$ cat src/sraq_pkg.sv
// Shared types and constants for the selective-repeat sender window.
// Used by sraq_ctrl, sraq_dpath, sr_arq_sender_window, sraq_checker and tb; no dependencies.
package sraq_pkg;

    localparam int WINDOW_DEF  = 6;
    localparam int SEQ_SPACE   = 12;
    localparam int SACK_MAX    = 6;
    localparam int SACK_FIELDS = 6;

    localparam int SEQ_W    = 4;
    localparam int SLOT_W   = 3;
    localparam int CNT_O_W  = 3;
    localparam int FUNC_W   = 2;
    localparam int SCNT_W   = 3;
    localparam int TCMD_W   = 2;
    localparam int KEY_W    = $clog2(SACK_FIELDS + 1);
    localparam int SIDX_W   = $clog2(SACK_FIELDS);

    localparam logic [SEQ_W-1:0]  SEQ_LAST    = SEQ_W'(SEQ_SPACE - 1);
    localparam logic [SCNT_W-1:0] SACK_LIMIT  = SCNT_W'(SACK_MAX);
    localparam logic [SCNT_W-1:0] SACK_NFIELD = SCNT_W'(SACK_FIELDS);

    localparam logic [FUNC_W-1:0] FUNC_NEW     = 2'd0;
    localparam logic [FUNC_W-1:0] FUNC_ACK     = 2'd1;
    localparam logic [FUNC_W-1:0] FUNC_TIMEOUT = 2'd2;

    typedef struct packed {
        logic             load;
        logic             new_msg;
        logic             ack_key;
        logic             slide;
        logic             timeout;
        logic             finish;
        logic [KEY_W-1:0] key_idx;
    } sraq_cmd_t;

    typedef struct packed {
        logic [FUNC_W-1:0] func;
        logic              packet_ok;
        logic              key_last;
        logic              updated;
        logic              slide_more;
    } sraq_status_t;

    typedef struct packed {
        logic               send_valid;
        logic [SEQ_W-1:0]   send_seq;
        logic [SLOT_W-1:0]  send_slot;
        logic               is_resend;
        logic               win_refused;
        logic [TCMD_W-1:0]  timer_cmd;
        logic [CNT_O_W-1:0] acks_gained;
        logic [CNT_O_W-1:0] in_flight;
    } sraq_result_t;

endpackage

$ cat src/sr_arq_sender_window.sv
// Selective-repeat sender window. New message, timeout, ignored ack and the spare
// function code go from dispatch straight to the result. A valid ack steps the
// primary ack and then each SACK entry, one a cycle, and then slides the window
// front one slot a cycle. A new beat is accepted once the previous result is in the
// output register, also while that output beat waits.
// Reset clears the window, sequence counter and timer flag; slot numbers load on use.
module sr_arq_sender_window
    import sraq_pkg::*;
#(
    parameter int WINDOW = WINDOW_DEF
)
(
    input  logic               clk,
    input  logic               rst_n,
    input  logic               in_valid,
    output logic               in_ready,
    input  logic [FUNC_W-1:0]  func,
    input  logic               packet_ok,
    input  logic               ack_valid,
    input  logic [SEQ_W-1:0]   ack_seq,
    input  logic [SCNT_W-1:0]  sack_count,
    input  logic [SEQ_W-1:0]   sack_seq_0,
    input  logic [SEQ_W-1:0]   sack_seq_1,
    input  logic [SEQ_W-1:0]   sack_seq_2,
    input  logic [SEQ_W-1:0]   sack_seq_3,
    input  logic [SEQ_W-1:0]   sack_seq_4,
    input  logic [SEQ_W-1:0]   sack_seq_5,
    output logic               out_valid,
    input  logic               out_ready,
    output logic               send_valid,
    output logic [SEQ_W-1:0]   send_seq,
    output logic [SLOT_W-1:0]  send_slot,
    output logic               is_resend,
    output logic               win_refused,
    output logic [TCMD_W-1:0]  timer_cmd,
    output logic [CNT_O_W-1:0] acks_gained,
    output logic [CNT_O_W-1:0] in_flight
);

    sraq_cmd_t                         cmd;
    sraq_status_t                      status;
    sraq_result_t                      result;
    sraq_result_t                      out_reg;
    logic                              out_valid_reg;
    logic                              out_free;
    logic                              out_load;
    logic [SACK_FIELDS-1:0][SEQ_W-1:0] sack_bus;

    assign sack_bus = {sack_seq_5, sack_seq_4, sack_seq_3,
                       sack_seq_2, sack_seq_1, sack_seq_0};

    assign out_free = !out_valid_reg || out_ready;

    sraq_ctrl u_ctrl
    (
        .clk      (clk),
        .rst_n    (rst_n),
        .in_valid (in_valid),
        .out_free (out_free),
        .status   (status),
        .in_ready (in_ready),
        .out_load (out_load),
        .cmd      (cmd)
    );

    sraq_dpath #(
        .WINDOW (WINDOW)
    ) u_dpath
    (
        .clk        (clk),
        .rst_n      (rst_n),
        .cmd        (cmd),
        .func       (func),
        .packet_ok  (packet_ok),
        .ack_valid  (ack_valid),
        .ack_seq    (ack_seq),
        .sack_count (sack_count),
        .sack_seq   (sack_bus),
        .status     (status),
        .result     (result)
    );

    // output beat holds until taken
    always_ff @(posedge clk or negedge rst_n)
    begin
        if (!rst_n)
            out_valid_reg <= 1'b0;
        else if (out_load)
            out_valid_reg <= 1'b1;
        else if (out_ready)
            out_valid_reg <= 1'b0;
    end

    always_ff @(posedge clk)
    begin
        if (out_load)
            out_reg <= result;
    end

    assign out_valid   = out_valid_reg;
    assign send_valid  = out_reg.send_valid;
    assign send_seq    = out_reg.send_seq;
    assign send_slot   = out_reg.send_slot;
    assign is_resend   = out_reg.is_resend;
    assign win_refused = out_reg.win_refused;
    assign timer_cmd   = out_reg.timer_cmd;
    assign acks_gained = out_reg.acks_gained;
    assign in_flight   = out_reg.in_flight;

endmodule

$ cat src/sraq_ctrl.sv
// Sequencer for the sender window: dispatches each event, steps the ack keys,
// walks the window slide and hands the result to the output stage. Uses sraq_pkg.
module sraq_ctrl
    import sraq_pkg::*;
(
    input  logic         clk,
    input  logic         rst_n,
    input  logic         in_valid,
    input  logic         out_free,
    input  sraq_status_t status,
    output logic         in_ready,
    output logic         out_load,
    output sraq_cmd_t    cmd
);

    localparam logic [2:0] S_IDLE     = 3'd0;
    localparam logic [2:0] S_DISPATCH = 3'd1;
    localparam logic [2:0] S_ACK      = 3'd2;
    localparam logic [2:0] S_SLIDE    = 3'd3;
    localparam logic [2:0] S_DONE     = 3'd4;

    logic [2:0]       state_reg, state_next;
    logic [KEY_W-1:0] key_reg, key_next;

    always_comb
    begin
        state_next  = state_reg;
        key_next    = key_reg;
        in_ready    = 1'b0;
        out_load    = 1'b0;
        cmd         = '0;
        cmd.key_idx = key_reg;
        unique case (state_reg)
            S_IDLE:
            begin
                in_ready = 1'b1;
                if (in_valid)
                begin
                    cmd.load   = 1'b1;
                    state_next = S_DISPATCH;
                end
            end
            S_DISPATCH:
            begin
                key_next = '0;
                priority if (status.func == FUNC_NEW)
                begin
                    cmd.new_msg = 1'b1;
                    state_next  = S_DONE;
                end
                else if (status.func == FUNC_TIMEOUT)
                begin
                    cmd.timeout = 1'b1;
                    state_next  = S_DONE;
                end
                else if (status.func == FUNC_ACK && status.packet_ok)
                begin
                    state_next = S_ACK;
                end
                else
                begin
                    state_next = S_DONE;
                end
            end
            S_ACK:
            begin
                // one key per cycle: primary ack first, then each SACK entry
                cmd.ack_key = 1'b1;
                if (status.key_last)
                    state_next = S_SLIDE;
                else
                    key_next = key_reg + 1'b1;
            end
            S_SLIDE:
            begin
                if (status.updated && status.slide_more)
                    cmd.slide = 1'b1;
                else
                begin
                    cmd.finish = 1'b1;
                    state_next = S_DONE;
                end
            end
            S_DONE:
            begin
                if (out_free)
                begin
                    out_load   = 1'b1;
                    state_next = S_IDLE;
                end
            end
            default:
            begin
                state_next = S_IDLE;
            end
        endcase
    end

    always_ff @(posedge clk or negedge rst_n)
    begin
        if (!rst_n)
        begin
            state_reg <= S_IDLE;
            key_reg   <= '0;
        end
        else
        begin
            state_reg <= state_next;
            key_reg   <= key_next;
        end
    end

endmodule

$ cat src/sraq_dpath.sv
// Window scoreboard datapath: slot ring, ack/timer marks, ring-order search
// and result assembly, driven by commands from sraq_ctrl. Uses sraq_pkg.
module sraq_dpath
    import sraq_pkg::*;
#(
    parameter int WINDOW = WINDOW_DEF
)
(
    input  logic                                clk,
    input  logic                                rst_n,
    input  sraq_cmd_t                           cmd,
    input  logic [FUNC_W-1:0]                   func,
    input  logic                                packet_ok,
    input  logic                                ack_valid,
    input  logic [SEQ_W-1:0]                    ack_seq,
    input  logic [SCNT_W-1:0]                   sack_count,
    input  logic [SACK_FIELDS-1:0][SEQ_W-1:0]   sack_seq,
    output sraq_status_t                        status,
    output sraq_result_t                        result
);

    localparam int IDX_W = (WINDOW > 1) ? $clog2(WINDOW) : 1;
    localparam int CNT_W = $clog2(WINDOW + 1);
    localparam logic [IDX_W:0]   WIN_IDX  = (IDX_W + 1)'(WINDOW);
    localparam logic [CNT_W-1:0] WIN_CNT  = CNT_W'(WINDOW);
    localparam logic [IDX_W-1:0] LAST_IDX = IDX_W'(WINDOW - 1);

    // window state
    logic [SEQ_W-1:0]  slot_seq_reg [WINDOW];
    logic [WINDOW-1:0] acked_reg;
    logic [WINDOW-1:0] timed_reg;
    logic [IDX_W-1:0]  oldest_reg;
    logic [IDX_W-1:0]  newest_reg;
    logic [CNT_W-1:0]  count_reg;
    logic [SEQ_W-1:0]  next_seq_reg;
    logic              timer_on_reg;
    logic              updated_reg;

    // latched event
    logic [FUNC_W-1:0]                 func_reg;
    logic                              packet_ok_reg;
    logic                              ack_valid_reg;
    logic [SEQ_W-1:0]                  ack_seq_reg;
    logic [SCNT_W-1:0]                 eff_cnt_reg;
    logic [SACK_FIELDS-1:0][SEQ_W-1:0] sack_reg;

    // result under construction
    logic               res_send_valid_reg;
    logic [SEQ_W-1:0]   res_send_seq_reg;
    logic [IDX_W-1:0]   res_send_slot_reg;
    logic               res_is_resend_reg;
    logic               res_win_refused_reg;
    logic               res_stopped_reg;
    logic               res_started_reg;
    logic [CNT_O_W-1:0] res_acks_gained_reg;

    logic [SCNT_W-1:0] eff_cnt_in;
    logic [SEQ_W-1:0]  key_want;
    logic              key_use;
    logic              key_primary;
    logic [SIDX_W-1:0] sack_idx;
    logic [IDX_W:0]    slot_off [WINDOW];
    logic [WINDOW-1:0] hit;
    logic              found_any;
    logic              found_hi;
    logic [IDX_W-1:0]  slot_hi;
    logic [IDX_W-1:0]  slot_lo;
    logic [IDX_W-1:0]  found_slot;
    logic              found_acked;
    logic              found_timed;
    logic [SEQ_W-1:0]  found_seq;
    logic              do_mark;
    logic              has_room;
    logic              restart;
    logic [IDX_W-1:0]  newest_inc;
    logic [IDX_W-1:0]  oldest_inc;
    logic [SEQ_W-1:0]  next_seq_inc;

    // an oversize SACK list is dropped whole; the fields cap the rest
    always_comb
    begin
        if (sack_count > SACK_LIMIT)
            eff_cnt_in = '0;
        else if (sack_count > SACK_NFIELD)
            eff_cnt_in = SACK_NFIELD;
        else
            eff_cnt_in = sack_count;
    end

    always_comb
    begin
        sack_idx = SIDX_W'(cmd.key_idx - 1'b1);
        if (cmd.key_idx == '0)
        begin
            key_want    = ack_seq_reg;
            key_use     = ack_valid_reg;
            key_primary = 1'b1;
        end
        else
        begin
            key_want    = sack_reg[sack_idx];
            key_use     = (SCNT_W'(cmd.key_idx) <= eff_cnt_reg);
            key_primary = 1'b0;
        end
    end

    // per-slot match; a slot is in the window when its ring offset is below the count
    always_comb
    begin
        for (int s = 0; s < WINDOW; s++)
        begin
            if (IDX_W'(s) >= oldest_reg)
                slot_off[s] = (IDX_W + 1)'(s) - {1'b0, oldest_reg};
            else
                slot_off[s] = (IDX_W + 1)'(s) + WIN_IDX - {1'b0, oldest_reg};
            if (slot_off[s] < (IDX_W + 1)'(count_reg))
            begin
                if (cmd.timeout)
                    hit[s] = !acked_reg[s];
                else
                    hit[s] = (slot_seq_reg[s] == key_want) && (key_primary || !acked_reg[s]);
            end
            else
                hit[s] = 1'b0;
        end
    end

    // first hit in ring order: slots at or past the oldest come before wrapped ones
    always_comb
    begin
        found_any = 1'b0;
        found_hi  = 1'b0;
        slot_hi   = '0;
        slot_lo   = '0;
        for (int s = WINDOW - 1; s >= 0; s--)
        begin
            if (hit[s])
            begin
                found_any = 1'b1;
                slot_lo   = IDX_W'(s);
                if (IDX_W'(s) >= oldest_reg)
                begin
                    found_hi = 1'b1;
                    slot_hi  = IDX_W'(s);
                end
            end
        end
        found_slot = found_hi ? slot_hi : slot_lo;
    end

    assign found_acked  = acked_reg[found_slot];
    assign found_timed  = timed_reg[found_slot];
    assign found_seq    = slot_seq_reg[found_slot];
    assign do_mark      = cmd.ack_key && key_use && found_any && !found_acked;
    assign has_room     = (count_reg < WIN_CNT);
    assign restart      = updated_reg && !timer_on_reg && (count_reg != '0);
    assign newest_inc   = (newest_reg == LAST_IDX) ? '0 : newest_reg + 1'b1;
    assign oldest_inc   = (oldest_reg == LAST_IDX) ? '0 : oldest_reg + 1'b1;
    assign next_seq_inc = (next_seq_reg == SEQ_LAST) ? '0 : next_seq_reg + 1'b1;

    always_ff @(posedge clk or negedge rst_n)
    begin
        if (!rst_n)
        begin
            acked_reg    <= '0;
            timed_reg    <= '0;
            oldest_reg   <= '0;
            newest_reg   <= LAST_IDX;
            count_reg    <= '0;
            next_seq_reg <= '0;
            timer_on_reg <= 1'b0;
            updated_reg  <= 1'b0;
        end
        else
        begin
            priority if (cmd.load)
            begin
                updated_reg <= 1'b0;
            end
            else if (cmd.new_msg)
            begin
                if (has_room)
                begin
                    newest_reg            <= newest_inc;
                    acked_reg[newest_inc] <= 1'b0;
                    timed_reg[newest_inc] <= 1'b1;
                    count_reg             <= count_reg + 1'b1;
                    next_seq_reg          <= next_seq_inc;
                    timer_on_reg          <= 1'b1;
                end
            end
            else if (do_mark)
            begin
                acked_reg[found_slot] <= 1'b1;
                updated_reg           <= 1'b1;
                if (found_timed)
                begin
                    timed_reg[found_slot] <= 1'b0;
                    timer_on_reg          <= 1'b0;
                end
            end
            else if (cmd.slide)
            begin
                oldest_reg <= oldest_inc;
                count_reg  <= count_reg - 1'b1;
            end
            else if (cmd.finish)
            begin
                if (restart)
                    timer_on_reg <= 1'b1;
            end
            else if (cmd.timeout)
            begin
                timer_on_reg <= found_any;
            end
        end
    end

    always_ff @(posedge clk)
    begin
        if (cmd.new_msg && has_room)
            slot_seq_reg[newest_inc] <= next_seq_reg;

        priority if (cmd.load)
        begin
            func_reg            <= func;
            packet_ok_reg       <= packet_ok;
            ack_valid_reg       <= ack_valid;
            ack_seq_reg         <= ack_seq;
            eff_cnt_reg         <= eff_cnt_in;
            sack_reg            <= sack_seq;
            res_send_valid_reg  <= 1'b0;
            res_send_seq_reg    <= '0;
            res_send_slot_reg   <= '0;
            res_is_resend_reg   <= 1'b0;
            res_win_refused_reg <= 1'b0;
            res_stopped_reg     <= 1'b0;
            res_started_reg     <= 1'b0;
            res_acks_gained_reg <= '0;
        end
        else if (cmd.new_msg)
        begin
            if (has_room)
            begin
                res_send_valid_reg <= 1'b1;
                res_send_seq_reg   <= next_seq_reg;
                res_send_slot_reg  <= newest_inc;
                res_started_reg    <= !timer_on_reg;
            end
            else
                res_win_refused_reg <= 1'b1;
        end
        else if (do_mark)
        begin
            res_acks_gained_reg <= res_acks_gained_reg + 1'b1;
            if (found_timed)
                res_stopped_reg <= 1'b1;
        end
        else if (cmd.finish)
        begin
            if (restart)
                res_started_reg <= 1'b1;
        end
        else if (cmd.timeout)
        begin
            if (found_any)
            begin
                res_send_valid_reg <= 1'b1;
                res_send_seq_reg   <= found_seq;
                res_send_slot_reg  <= found_slot;
                res_is_resend_reg  <= 1'b1;
                res_started_reg    <= 1'b1;
            end
        end
    end

    assign status.func       = func_reg;
    assign status.packet_ok  = packet_ok_reg;
    assign status.key_last   = (cmd.key_idx == KEY_W'(eff_cnt_reg));
    assign status.updated    = updated_reg;
    assign status.slide_more = (count_reg != '0) && acked_reg[oldest_reg];

    assign result.send_valid  = res_send_valid_reg;
    assign result.send_seq    = res_send_seq_reg;
    assign result.send_slot   = SLOT_W'(res_send_slot_reg);
    assign result.is_resend   = res_is_resend_reg;
    assign result.win_refused = res_win_refused_reg;
    assign result.timer_cmd   = {res_stopped_reg, res_started_reg};
    assign result.acks_gained = res_acks_gained_reg;
    assign result.in_flight   = CNT_O_W'(count_reg);

endmodule

$ cat config.mk
export PLATFORM = sky130hd
export DESIGN_NAME = sr_arq_sender_window
export DESIGN_NICKNAME = d
export VERILOG_FILES = /design/src/sraq_pkg.sv /design/src/sr_arq_sender_window.sv /design/src/sraq_ctrl.sv /design/src/sraq_dpath.sv
export SDC_FILE = /design/constraint.sdc
export NUM_CORES = 1
export LEC_CHECK = 0
export BUFFER_PORTS_ARGS = -buffer_cell sky130_fd_sc_hd__buf_2
export CORE_MARGIN = 10
export CORE_UTILIZATION = 67
export CTS_BUF_LIST = sky130_fd_sc_hd__clkbuf_4 sky130_fd_sc_hd__clkbuf_8
export DETAILED_ROUTE_END_ITERATION = 7
export GPL_ROUTABILITY_DRIVEN = 1
export GPL_TIMING_DRIVEN = 0
export PLACE_DENSITY = 0.88
export SLEW_MARGIN = 20
export SYNTH_ARGS = -nofsm -noshare
export SYNTH_HDL_FRONTEND = slang
export SYNTH_SLANG_ARGS = --single-unit
$ cat constraint.sdc
create_clock -name clk -period 7.08 [get_ports clk]
set_input_delay 1.416 -clock clk [delete_from_list [all_inputs] [get_ports clk]]
set_output_delay 1.416 -clock clk [all_outputs]
set_load 0.03 [all_outputs]
==> out/qor.yml, run 1 <==
clocking:
  cts-root-buf: "clkbuf_8"
  cts_hold_buf: 0
  clock_path_buffers: 2
  htreeDepth: 4
  cts_buffers: 17
  tritoncts: "built"
  clock_latency_ns: 0.45
  clkSlewWorstSetupHoldPaths_ns: 0.08
  cts_setup_buffers: 0
  numClockSinks: 126
  ctsResizeCount: 0
floorplanning:
  die_area_um2: 15700
  ios: 59
  die_h_um: 125
  core_um2: 10800
  die_x_um: 125
  placementRows: 38
  initial_utilization: 0.685
critical_path:
  path_class: "reg -> reg"
  end_kind: "register"
  worstPathArrival_ns: 5.52
  path_delay_family: "compound AO/OA/AOI/OAI gates"
  critPathLaunch: "u_dpath.oldest_reg[1]"
  rr_worst_depth: 16
  cp.required_ns: 7.41
  startpoint_type: "register"
  r2r-end: "u_dpath.res_acks_gained_reg[2]"
  r2r_slack_ns: 1.88
  max_stage_delay_ns: 0.78
  regToRegStartpoint: "u_dpath.oldest_reg[1]"
  critical-path-slowest-cell: "a2111oi_0"
  crit_fanout: 10
  crit_buf_inv: 3
  crit_chain: "inv_1 -> ha_1 -> inv_1 -> ha_1 -> xor2_1 -> ha_1 -> a21oi_1 -> nor2b_1 -> a2111oi_0 -> inv_1 -> o21ai_1 -> nor3_1 -> nor4_2 -> o2111a_1 -> o21a_1 -> mux2_1"
route:
  firstDrtPassIters: 6
  antenna_left: 0
  vias: 5916
  viasPerCell: 6.53
  drcViolationCount: 0
  routed_wl_um: 20000
  wl_per_cell_um: 22.1
  drt_iter0_markers: 960
yosys:
  synthXorXnorAreaFrac: 0.0996
  synth-simple-area-share: 0.118
  synth_largest_area_cell: "edfxtp_1"
  synth-compound-area-share: 0.165
  seq_area_frac_synth: 0.467
  yosysWarningCount: 0
  synth_top_area_share: 0.311
  netlist_area_um2: 7430
  synthAdderAreaFrac: 0.0583
  synth_area_leaders: "edfxtp_1 (31%), dfrtp_1 (11%), xnor2_1 (5.7%)"
  synth_edf_count: 77
  synth_top_family_by_area: "compound AO/OA/AOI/OAI gates"
  synth_flop_cell: "edfxtp_1"
  syn_nets: 748
  synth-seq-cells: 126
  synth_mux_area_frac: 0.0527
  syn_inst: 675
  ys_types: 86
  avgSynthCellArea_um2: 11.0
  async_reset_ff_frac: 0.270
global_route:
  antenna_found_initial: 0
  grt_pass1_vias: 5967
  grt_pass1_wl_um: 31900
  grt_max_degree: 39
  grt_use_total: 0.253
  grt_overflow: 0
timing:
  finalMaxSlewViolations: 0
  max_freq_mhz: 192
  worst_pin_slew_ns: 1.01
  fin_setup_tns_ns: 0
  hold_viol_final: 0
  slew_headroom: 0.320
  setup_viol: 0
  clock_skew_ns: 0.0178
  final.period_utilization: 0.734
  rsz0062_at_grt: "false"
  fin_crit_ns: 5.20
hold_path:
  hp-start: "u_dpath.res_send_valid_reg"
  hold_class: "reg -> reg"
  whs_path_depth: 0
  hold-path-endpoint: "send_valid"
pwr:
  leakagePower_nw: 3.25
  power_density_nw_per_um2: 491
  peakVddDrop_v: 0.000398
placement:
  port_buffers: 58
  hpwl_um: 14900
  place.gp.congestion: 0.962
final_layout:
  seq_area_um2: 3470
  final_cell_mix: "edfxtp_1 (77), buf_2 (65), nand2_1 (57), xnor2_1 (48), inv_1 (36)"
  area_delta_synth_final_pct: 11.6
  final_util: 0.764
  mostFrequentLayoutCell: "edfxtp_1"
  fillers: 703
  diodes: 0
  nets: 826
  multi_input_area_um2: 3680
  drive_above_1_share: 0.192
run:
  cap_violations: 0
outcome:
  status: "finished clean"
==> worst max-delay path by stage <==
stage	depth (start not counted)	slack, ns	endpoint
finish	16	1.88	u_dpath.res_acks_gained_reg[2]
CTS	16	2.01	u_dpath.res_acks_gained_reg[2]
global route	16	1.44	u_dpath.timed_reg[0]
floorplan	18	2.89	u_dpath.timed_reg[0]
detailed placement	16	2.03	u_dpath.res_acks_gained_reg[2]
global placement	16	2.14	u_dpath.res_acks_gained_reg[2]
==> through the flow <==
| stage | area (um2) | total power (W) | instances | setup WS (ns) | hold WS [ns] |
|---|---|---|---|---|---|
| floorplan | 7430 | 0.00281 | 675 | 2.89 | 0.403 |
| global placement | 7890 | 0.00331 | 873 | 2.14 | 0.413 |
| detailed placement | 7920 | 0.00341 | 874 | 2.03 | 0.419 |
| CTS | 8290 | 0.00400 | 906 | 2.01 | 0.440 |
| global route | 8290 | 0.00428 | 906 | 1.44 | 0.442 |
| finish | 8290 | 0.00407 | 906 | 1.88 | 0.437 |
==> synth_stat cells (all sizes together) (4+ instances only) <==
cell     instances
a2111oi          6
a21boi           7
a21o            10
a21oi           32
a31oi            7
a41oi           13
and2             9
and3             5
buf             14
clkbuf          15
dfrtp           32
dfxtp           15
edfxtp          77
ha              33
inv             36
mux2            12
mux2i           14
mux4             5
nand2           57
nand2b          10
nand3            6
nand4            8
nor2            32
nor2b            6
nor3            14
o211ai           9
o21ai           26
o22ai            7
o31ai            5
or2              4
or3              4
xnor2           52
xor2            29
==> metal layers <==
metal / vias to the layer above / routed length (um) / track usage
li1: 2670 / - / -
met1: 2846 / 8070 / 0.327
met2: 345 / 9490 / 0.404
met3: 55 / 1840 / 0.0553
met4: 0 / 616 / 0.105
met5: - / 0 / 0
==> final cells by class <==
class,instances,area share
plain buffers,29,0.0192
clock buffers,18,0.0291
clock inverters,14,0.0145
inverters,36,0.0163
multi-input cells,484,0.444
flip-flops and latches,126,0.418
well taps,140,0.0211
repair buffers,59,0.0375
==> where the power goes <==
part	total [W]	leakage (nW)	switching (W)	internal, W
sequential	0.00116	1.28	0.000148	0.00101
combinational	0.00233	1.78	0.00145	0.000879
clock	0.000578	0.190	0.000297	0.000281
total	0.00407	3.25	0.00190	0.00217
==> kinds of logic after synthesis <==
family                   after synthesis
XOR/XNOR                              81
buffers and inverters                 65
multiplexers                          31
AO/OA/AOI/OAI                        168
flip-flops                           126
AND/OR/NAND/NOR                      170
adder cells (fa/ha/maj)               34
(Power assumes the default switching activity.)
==> run 2, diff against run 1 <==
CORE_UTILIZATION = 63   (was 67)
PLACE_DENSITY = 0.83   (was 0.88)
clock period = 4.9 ns   (was 7.08 ns; I/O delays follow)
==> run 2 against run 1 <==
Cell count rose by 0.33%. Worst hold slack got worse by 0.0046 ns. Non-clock buffer count did not move. Critical endpoint is now u_dpath.timed_reg[0].
==> out/qor.yml, run 2 (synthesized netlist as in run 1, its figures left out) <==
outcome:
  status: "finished clean"
clocking:
  cts_setup_buffers: 0  # unchanged
  numClockSinks: 126  # unchanged
  clock_latency_ns: 0.45  # about the same
  tritoncts: "built"
  cts-root-buf: "clkbuf_8"
  htreeDepth: 4  # unchanged
  clkSlewWorstSetupHoldPaths_ns: 0.08  # about the same
  cts_hold_buf: 0  # unchanged
  clock_path_buffers: 2  # unchanged
  cts_buffers: 17  # unchanged
floorplanning:
  die_h_um: 129  # +2.6%
  die_x_um: 129  # +2.6%
  core_um2: 11500  # +5.8%
  initial_utilization: 0.648  # -0.0374
  die_area_um2: 16500  # +5.3%
  ios: 59  # unchanged
  placementRows: 39  # +2.6%
global_route:
  grt_pass1_vias: 5779  # -3.2%
  grt_overflow: 0  # unchanged
  antenna_found_initial: 0  # unchanged
  grt_max_degree: 38  # -2.6%
  grtUsageMet1: 0.314  # -0.0132
  grt_pass1_wl_um: 31300  # -1.9%
  grt-busiest-layer: "met2"
  grt_use_total: 0.244  # -0.00941
  use_met3: 0.0563  # +0.000919
  grtUsageMet2: 0.392  # -0.0120
route:
  viasPerCell: 6.39  # -2.2%
  drcViolationCount: 0  # unchanged
  antenna_left: 0  # unchanged
  firstDrtPassIters: 5  # -1
  routed_wl_um: 19900  # -0.67%
  vias: 5805  # -1.9%
  wl_per_cell_um: 21.9  # -1.0%
  drt_iter0_markers: 558  # -42%
final_layout:
  diodes: 0  # unchanged
  mostFrequentLayoutCell: "edfxtp_1"
  nets: 826  # unchanged
  area_delta_synth_final_pct: 13.7
  final_cell_mix: "edfxtp_1 (77), buf_2 (66), nand2_1 (57), xnor2_1 (48), inv_1 (36)"
  drive_above_1_share: 0.205  # +0.0131
  fin_cells: 909  # +0.33%
critical_path:
  cp.required_ns: 5.23  # -2.18 ns
  regToRegStartpoint: "u_dpath.oldest_reg[2]"
  critical-path-slowest-cell: "dfrtp_1"
  worstPathArrival_ns: 4.98  # -0.54 ns
  cp.depth: 17  # +1
  crit_buf_inv: 3  # unchanged
  crit_top_cell: "a21o_1"
  end_kind: "register"
  critical_path.endpoint: "u_dpath.timed_reg[0]"
  crit_fanout: 10  # unchanged
  critPathLaunch: "u_dpath.oldest_reg[2]"
  r2r-end: "u_dpath.timed_reg[0]"
  crit_chain: "inv_1 -> ha_1 -> a21oi_4 -> xnor2_1 -> ha_1 -> a21o_1 -> a21o_1 -> a2111oi_4 -> nor4b_4 -> a21oi_2 -> o2111ai_1 -> a21o_1 -> buf_6 -> buf_2 -> o211ai_1 -> o221a_2 -> o32a_1"
  rr_worst_depth: 17  # +1
  startpoint_type: "register"
  r2r_slack_ns: 0.25  # -1.63 ns
  path_class: "reg -> reg"
  path_delay_family: "compound AO/OA/AOI/OAI gates"
  max_stage_delay_ns: 0.54  # -0.24 ns
timing:
  fin_crit_ns: 4.65  # -0.548 ns
  holdWs_ns: 0.433  # -0.00459 ns
  worst_pin_slew_ns: 1.13  # +0.117 ns
  slew_headroom: 0.241  # -0.0786
  setup_viol: 0  # unchanged
  final.period_utilization: 0.949  # +0.215
  hold_viol_final: 0  # unchanged
  max_freq_mhz: 215  # +12%
  finalMaxSlewViolations: 0  # unchanged
  fin_setup_tns_ns: 0  # unchanged
  clock_skew_ns: 0.0116  # -0.00627 ns
pwr:
  peakVddDrop_v: 0.000510  # +28%
  leakagePower_nw: 3.29  # +1.3%
  p_total_w: 0.00605  # +49%
  power_density_nw_per_um2: 716  # +46%
placement:
  port_buffers: 58  # unchanged
  place.gp.congestion: 0.922  # -4.1%
  place_inst: 878  # +0.46%
  hpwl_um: 14800  # -0.97%
hold_path:
  hold_class: "reg -> reg"
run:
  cap_violations: 0  # unchanged
[run 2: per-layer routing]
metal	up-vias	wire, um	part of all wire
met5	-	0	0
met3	34	1490	0.075
met2	241	9620	0.48
li1	2667	-	-
met1	2863	8330	0.42
met4	0	436	0.022
[run 2: cell type report]
cell class / instances / area [um2]
plain buffers: 28 / 155
clock buffers: 18 / 248
clock inverters: 14 / 183
fillers: 795 / 3020
inverters: 36 / 135
multi-input cells: 484 / 3760
flip-flops and latches: 126 / 3470
well taps: 143 / 179
repair buffers: 60 / 315
[run 2: worst min-delay path by stage]
stage | startpoint | end | cells past startpoint
finish | u_dpath.res_send_valid_reg | send_valid | 0
global route | u_dpath.res_stopped_reg | timer_cmd[1] | 0
CTS | u_dpath.res_stopped_reg | timer_cmd[1] | 0
detailed placement | u_dpath.res_send_slot_reg[0] | send_slot[0] | 0
global placement | u_dpath.res_win_refused_reg | win_refused | 0
floorplan | u_dpath.res_send_seq_reg[0] | send_seq[0] | 0
[run 2: repair_timing]
action,4_1_cts,5_1_grt
pin swaps,0,0
gates resized for setup,3,12
endpoints found under the setup margin,12,19
[run 2: where the power goes]
part	internal, W	switching (W)	total (W)
Sequential	0.00146	0.000211	0.00167
Combinational	0.00131	0.00210	0.00341
Clock	0.000526	0.000443	0.000969
Total	0.00329	0.00276	0.00605
[run 2: through the flow]
stage | worst slack, ns | util | area (um2)
detailed placement | -0.294 | 0.692 | 7930
CTS | 0.0590 | 0.730 | 8380
finish | 0.251 | 0.736 | 8440
floorplan | 0.709 | - | 7430
global placement | -0.218 | 0.688 | 7900
global route | -0.0268 | 0.736 | 8440
==> run 3, diff against run 2 <==
CTS_BUF_LIST = sky130_fd_sc_hd__clkbuf_4   (was sky130_fd_sc_hd__clkbuf_4 sky130_fd_sc_hd__clkbuf_8)
SYNTH_HIERARCHICAL = 1   (was unset)
==> run 3 against run 2 <==
Power fell by 21%. Via count rose by 6.6%. Clock skew increased by 0.012 ns. Count of clock-buffer cells in the layout shrank 1. Flip-flop and latch count unchanged. Non-clock buffer count up 17. Worst hold slack improved by 0.024 ns. Sequential share of layout area about the same. Combinational power fell by 29%. First-iteration DRC count rose by 54%. Synthesized area rose by 0.67%. Critical path type unchanged. Largest cell class unchanged. Highest routed layer unchanged.
==> out/qor.yml, run 3 <==
yosys:
  synth-seq-cells: 126  # unchanged
  synth_common_cells: "edfxtp_1 (77), nand2_1 (49), xnor2_1 (45)"
  synth.most_common_cell: "edfxtp_1"
  synth_flop_cell: "edfxtp_1"
  synth_largest_area_cell: "edfxtp_1"
  netlist_area_um2: 7480  # +0.67%
  synth_top_area_share: 0.309  # -0.00208
  async_reset_ff_frac: 0.270  # unchanged
  avgSynthCellArea_um2: 10.6  # -3.9%
  syn_inst: 707  # +4.7%
  syn_nets: 781  # +4.4%
  synth_area_leaders: "edfxtp_1 (31%), dfrtp_1 (11%), ha_1 (5.7%)"
  synth_edf_count: 77  # unchanged
  ys_types: 95  # +10%
  yosysWarningCount: 6  # +6
  seq_area_frac_synth: 0.464  # -0.00312
timing:
  fin_ws_ns: 0.107  # -0.145 ns
  max_freq_mhz: 209  # -3.0%
  slew_headroom: 0.183  # -0.0583
  rsz0062_at_grt: "true"
  setup_viol: 0  # unchanged
  worst_pin_slew_ns: 1.21  # +0.0850 ns
  holdWs_ns: 0.456  # +0.0237 ns
  fin_crit_ns: 4.79  # +0.145 ns
  clock_skew_ns: 0.0237  # +0.0121 ns
  hold_viol_final: 0  # unchanged
  final.period_utilization: 0.978  # +0.0295
  finalMaxSlewViolations: 0  # unchanged
placement:
  detailedPlace.worstSlack_ns: -0.477  # -0.183 ns
  port_buffers: 58  # unchanged
  hpwl_um: 15400  # +4.2%
  place_area_um2: 7980  # +0.57%
  place.gp.congestion: 0.970  # +5.2%
clocking:
  htreeDepth: 4  # unchanged
  cts-root-buf: "clkbuf_4"
  tritoncts: "built"
  cts_buffers: 17  # unchanged
  clock_latency_ns: 0.54  # +0.09 ns
  clock_path_buffers: 2  # unchanged
  clkSlewWorstSetupHoldPaths_ns: 0.14  # +0.06 ns
  numClockSinks: 126  # unchanged
critical_path:
  critical-path-slowest-cell: "dfrtp_2"
  crit_chain: "buf_6 -> inv_1 -> ha_2 -> or3b_4 -> a221o_1 -> a221oi_2 -> nand3_1 -> or3_1 -> and2_1 -> and4b_4 -> a211o_1 -> a221oi_2 -> mux2i_4 -> nor3_4 -> buf_4 -> or2_4 -> mux2_4"
  max_stage_delay_ns: 0.46  # -0.08 ns
  path_class: "reg -> reg"
  worstPathArrival_ns: 5.22  # +0.24 ns
  end_kind: "register"
  crit_top_cell: "a221oi_2"
  r2r_slack_ns: 0.11  # -0.14 ns
  crit_fanout: 10  # unchanged
  startpoint_type: "register"
  cp.required_ns: 5.33  # +0.10 ns
route:
  viasPerCell: 6.50  # +1.8%
  firstDrtPassIters: 6  # +1
  antenna_left: 0  # unchanged
  wl_per_cell_um: 22.2  # +1.7%
  vias: 6186  # +6.6%
  drt_iter0_markers: 858  # +54%
  routed_wl_um: 21200  # +6.5%
  drcViolationCount: 0  # unchanged
pwr:
  leakagePower_nw: 3.31  # +0.40%
  peakVddDrop_v: 0.000460  # -9.9%
  p_total_w: 0.00476  # -21%
  power_density_nw_per_um2: 563  # -21%
final_layout:
  diodes: 0  # unchanged
  postLayoutCellArea_um2: 8460  # +0.13%
  final_util: 0.734  # -0.00214
  mostFrequentLayoutCell: "edfxtp_1"
  multi_input_area_um2: 3770  # +0.13%
  seq_area_um2: 3470  # about the same
  area_delta_synth_final_pct: 13.1
  final_cell_mix: "edfxtp_1 (77), buf_2 (63), nand2_1 (49), xnor2_1 (45), inv_1 (44)"
  nets: 870  # +5.3%
  fillers: 796  # +0.13%
  drive_above_1_share: 0.218  # +0.0126
floorplanning:
  ios: 59  # unchanged
  placementRows: 39  # unchanged
  die_h_um: 129  # +0.28%
  die_x_um: 129  # +0.28%
  core_um2: 11500  # +0.43%
  initial_utilization: 0.649  # +0.00160
  die_area_um2: 16600  # +0.57%
global_route:
  grt_pass1_wl_um: 33200  # +6.1%
  grt_pass1_vias: 6270  # +8.5%
  grt_overflow: 0  # unchanged
  grt_use_total: 0.256  # +0.0125
  grt_max_degree: 35  # -7.9%
  antenna_found_initial: 0  # unchanged
run:
  cap_violations: 0  # unchanged
hold_path:
  hold_class: "reg -> reg"
outcome:
  status: "finished clean"
-- run 3: cell count changes after synthesis, sizes merged, moves of 6 or more --
| cell | delta |
|---|---|
| a31oi | +7 |
| xnor2 | -7 |
| inv | +9 |
| nand3 | +9 |
| o211ai | -7 |
| a2111oi | -6 |
| nor2 | +11 |
| a41oi | -7 |
| xor2 | -13 |
-- run 3: repair_timing --
action | 4_1_cts | 5_1_grt
pin swaps | 4 | 2
endpoints found under the setup margin | 32 | 32
buffers inserted | 7 | 4
hold buffers | 0 | 0
gates resized for setup | 13 | 19
-- run 3: metal layers --
layer | track usage | up-vias | share of wire
li1 | - | 2805 | -
met1 | 0.331 | 2999 | 0.41
met2 | 0.419 | 324 | 0.48
met3 | 0.0509 | 58 | 0.080
met4 | 0.0957 | 0 | 0.026
met5 | 0 | - | 0
-- run 3: logic make-up after synthesis --
logic type,Yosys count,synth area share
multiplexers,24,0.0432
buffers and inverters,81,0.0490
XOR/XNOR,61,0.0715
AND/OR/NAND/NOR,196,0.136
AO/OA/AOI/OAI,184,0.177
adder cells (fa/ha/maj),35,0.0596
flip-flops,126,0.464
-- run 3: metrics by stage --
step                      setup TNS [ns]  cells
after global routing              -0.130    952
final                                  0    952
after CTS                              0    948
after global placement            -19.37    908
after floorplan                        0    707
after detailed placement           -9.73    910
-- run 3: worst paths after layout --
kind / start / to / depth (start not counted)
worst min register to register: u_dpath/res_acks_gained_reg[2] / acks_gained[2] / 0
min in group asynchronous: rst_n / u_dpath/updated_reg / 1
worst max-delay path: u_ctrl/key_reg[0] / u_dpath/count_reg[1] / 17
worst min-delay path: u_dpath/res_acks_gained_reg[2] / acks_gained[2] / 0
max in group asynchronous: rst_n / u_dpath/oldest_reg[2] / 1
worst max register to register: u_ctrl/key_reg[0] / u_dpath/count_reg[1] / 17
-- run 3: critical path: cells and delay by family, from the launching register on --
kind	cells	cell delay, ns
simple gates	7	1.77
compound gates	4	1.24
buf+inv	3	0.48
mux	2	0.48
flops	1	0.46
fa+ha+maj	1	0.25
-- run 3: final cells by class --
| cell class | count | area share |
|---|---|---|
| buffer | 34 | 0.0240 |
| clock buffer | 17 | 0.0151 |
| clock inverter | 15 | 0.0164 |
| inverter | 46 | 0.0204 |
| multi-input combinational | 500 | 0.446 |
| sequential | 126 | 0.410 |
| tap | 143 | 0.0212 |
| timing repair buffer | 71 | 0.0471 |
-- run 3: power by group --
| part | switching (W) | internal, W |
|---|---|---|
| Combinational | 0.00151 | 0.000916 |
| Sequential | 0.000193 | 0.00145 |
| Clock | 0.000464 | 0.000227 |
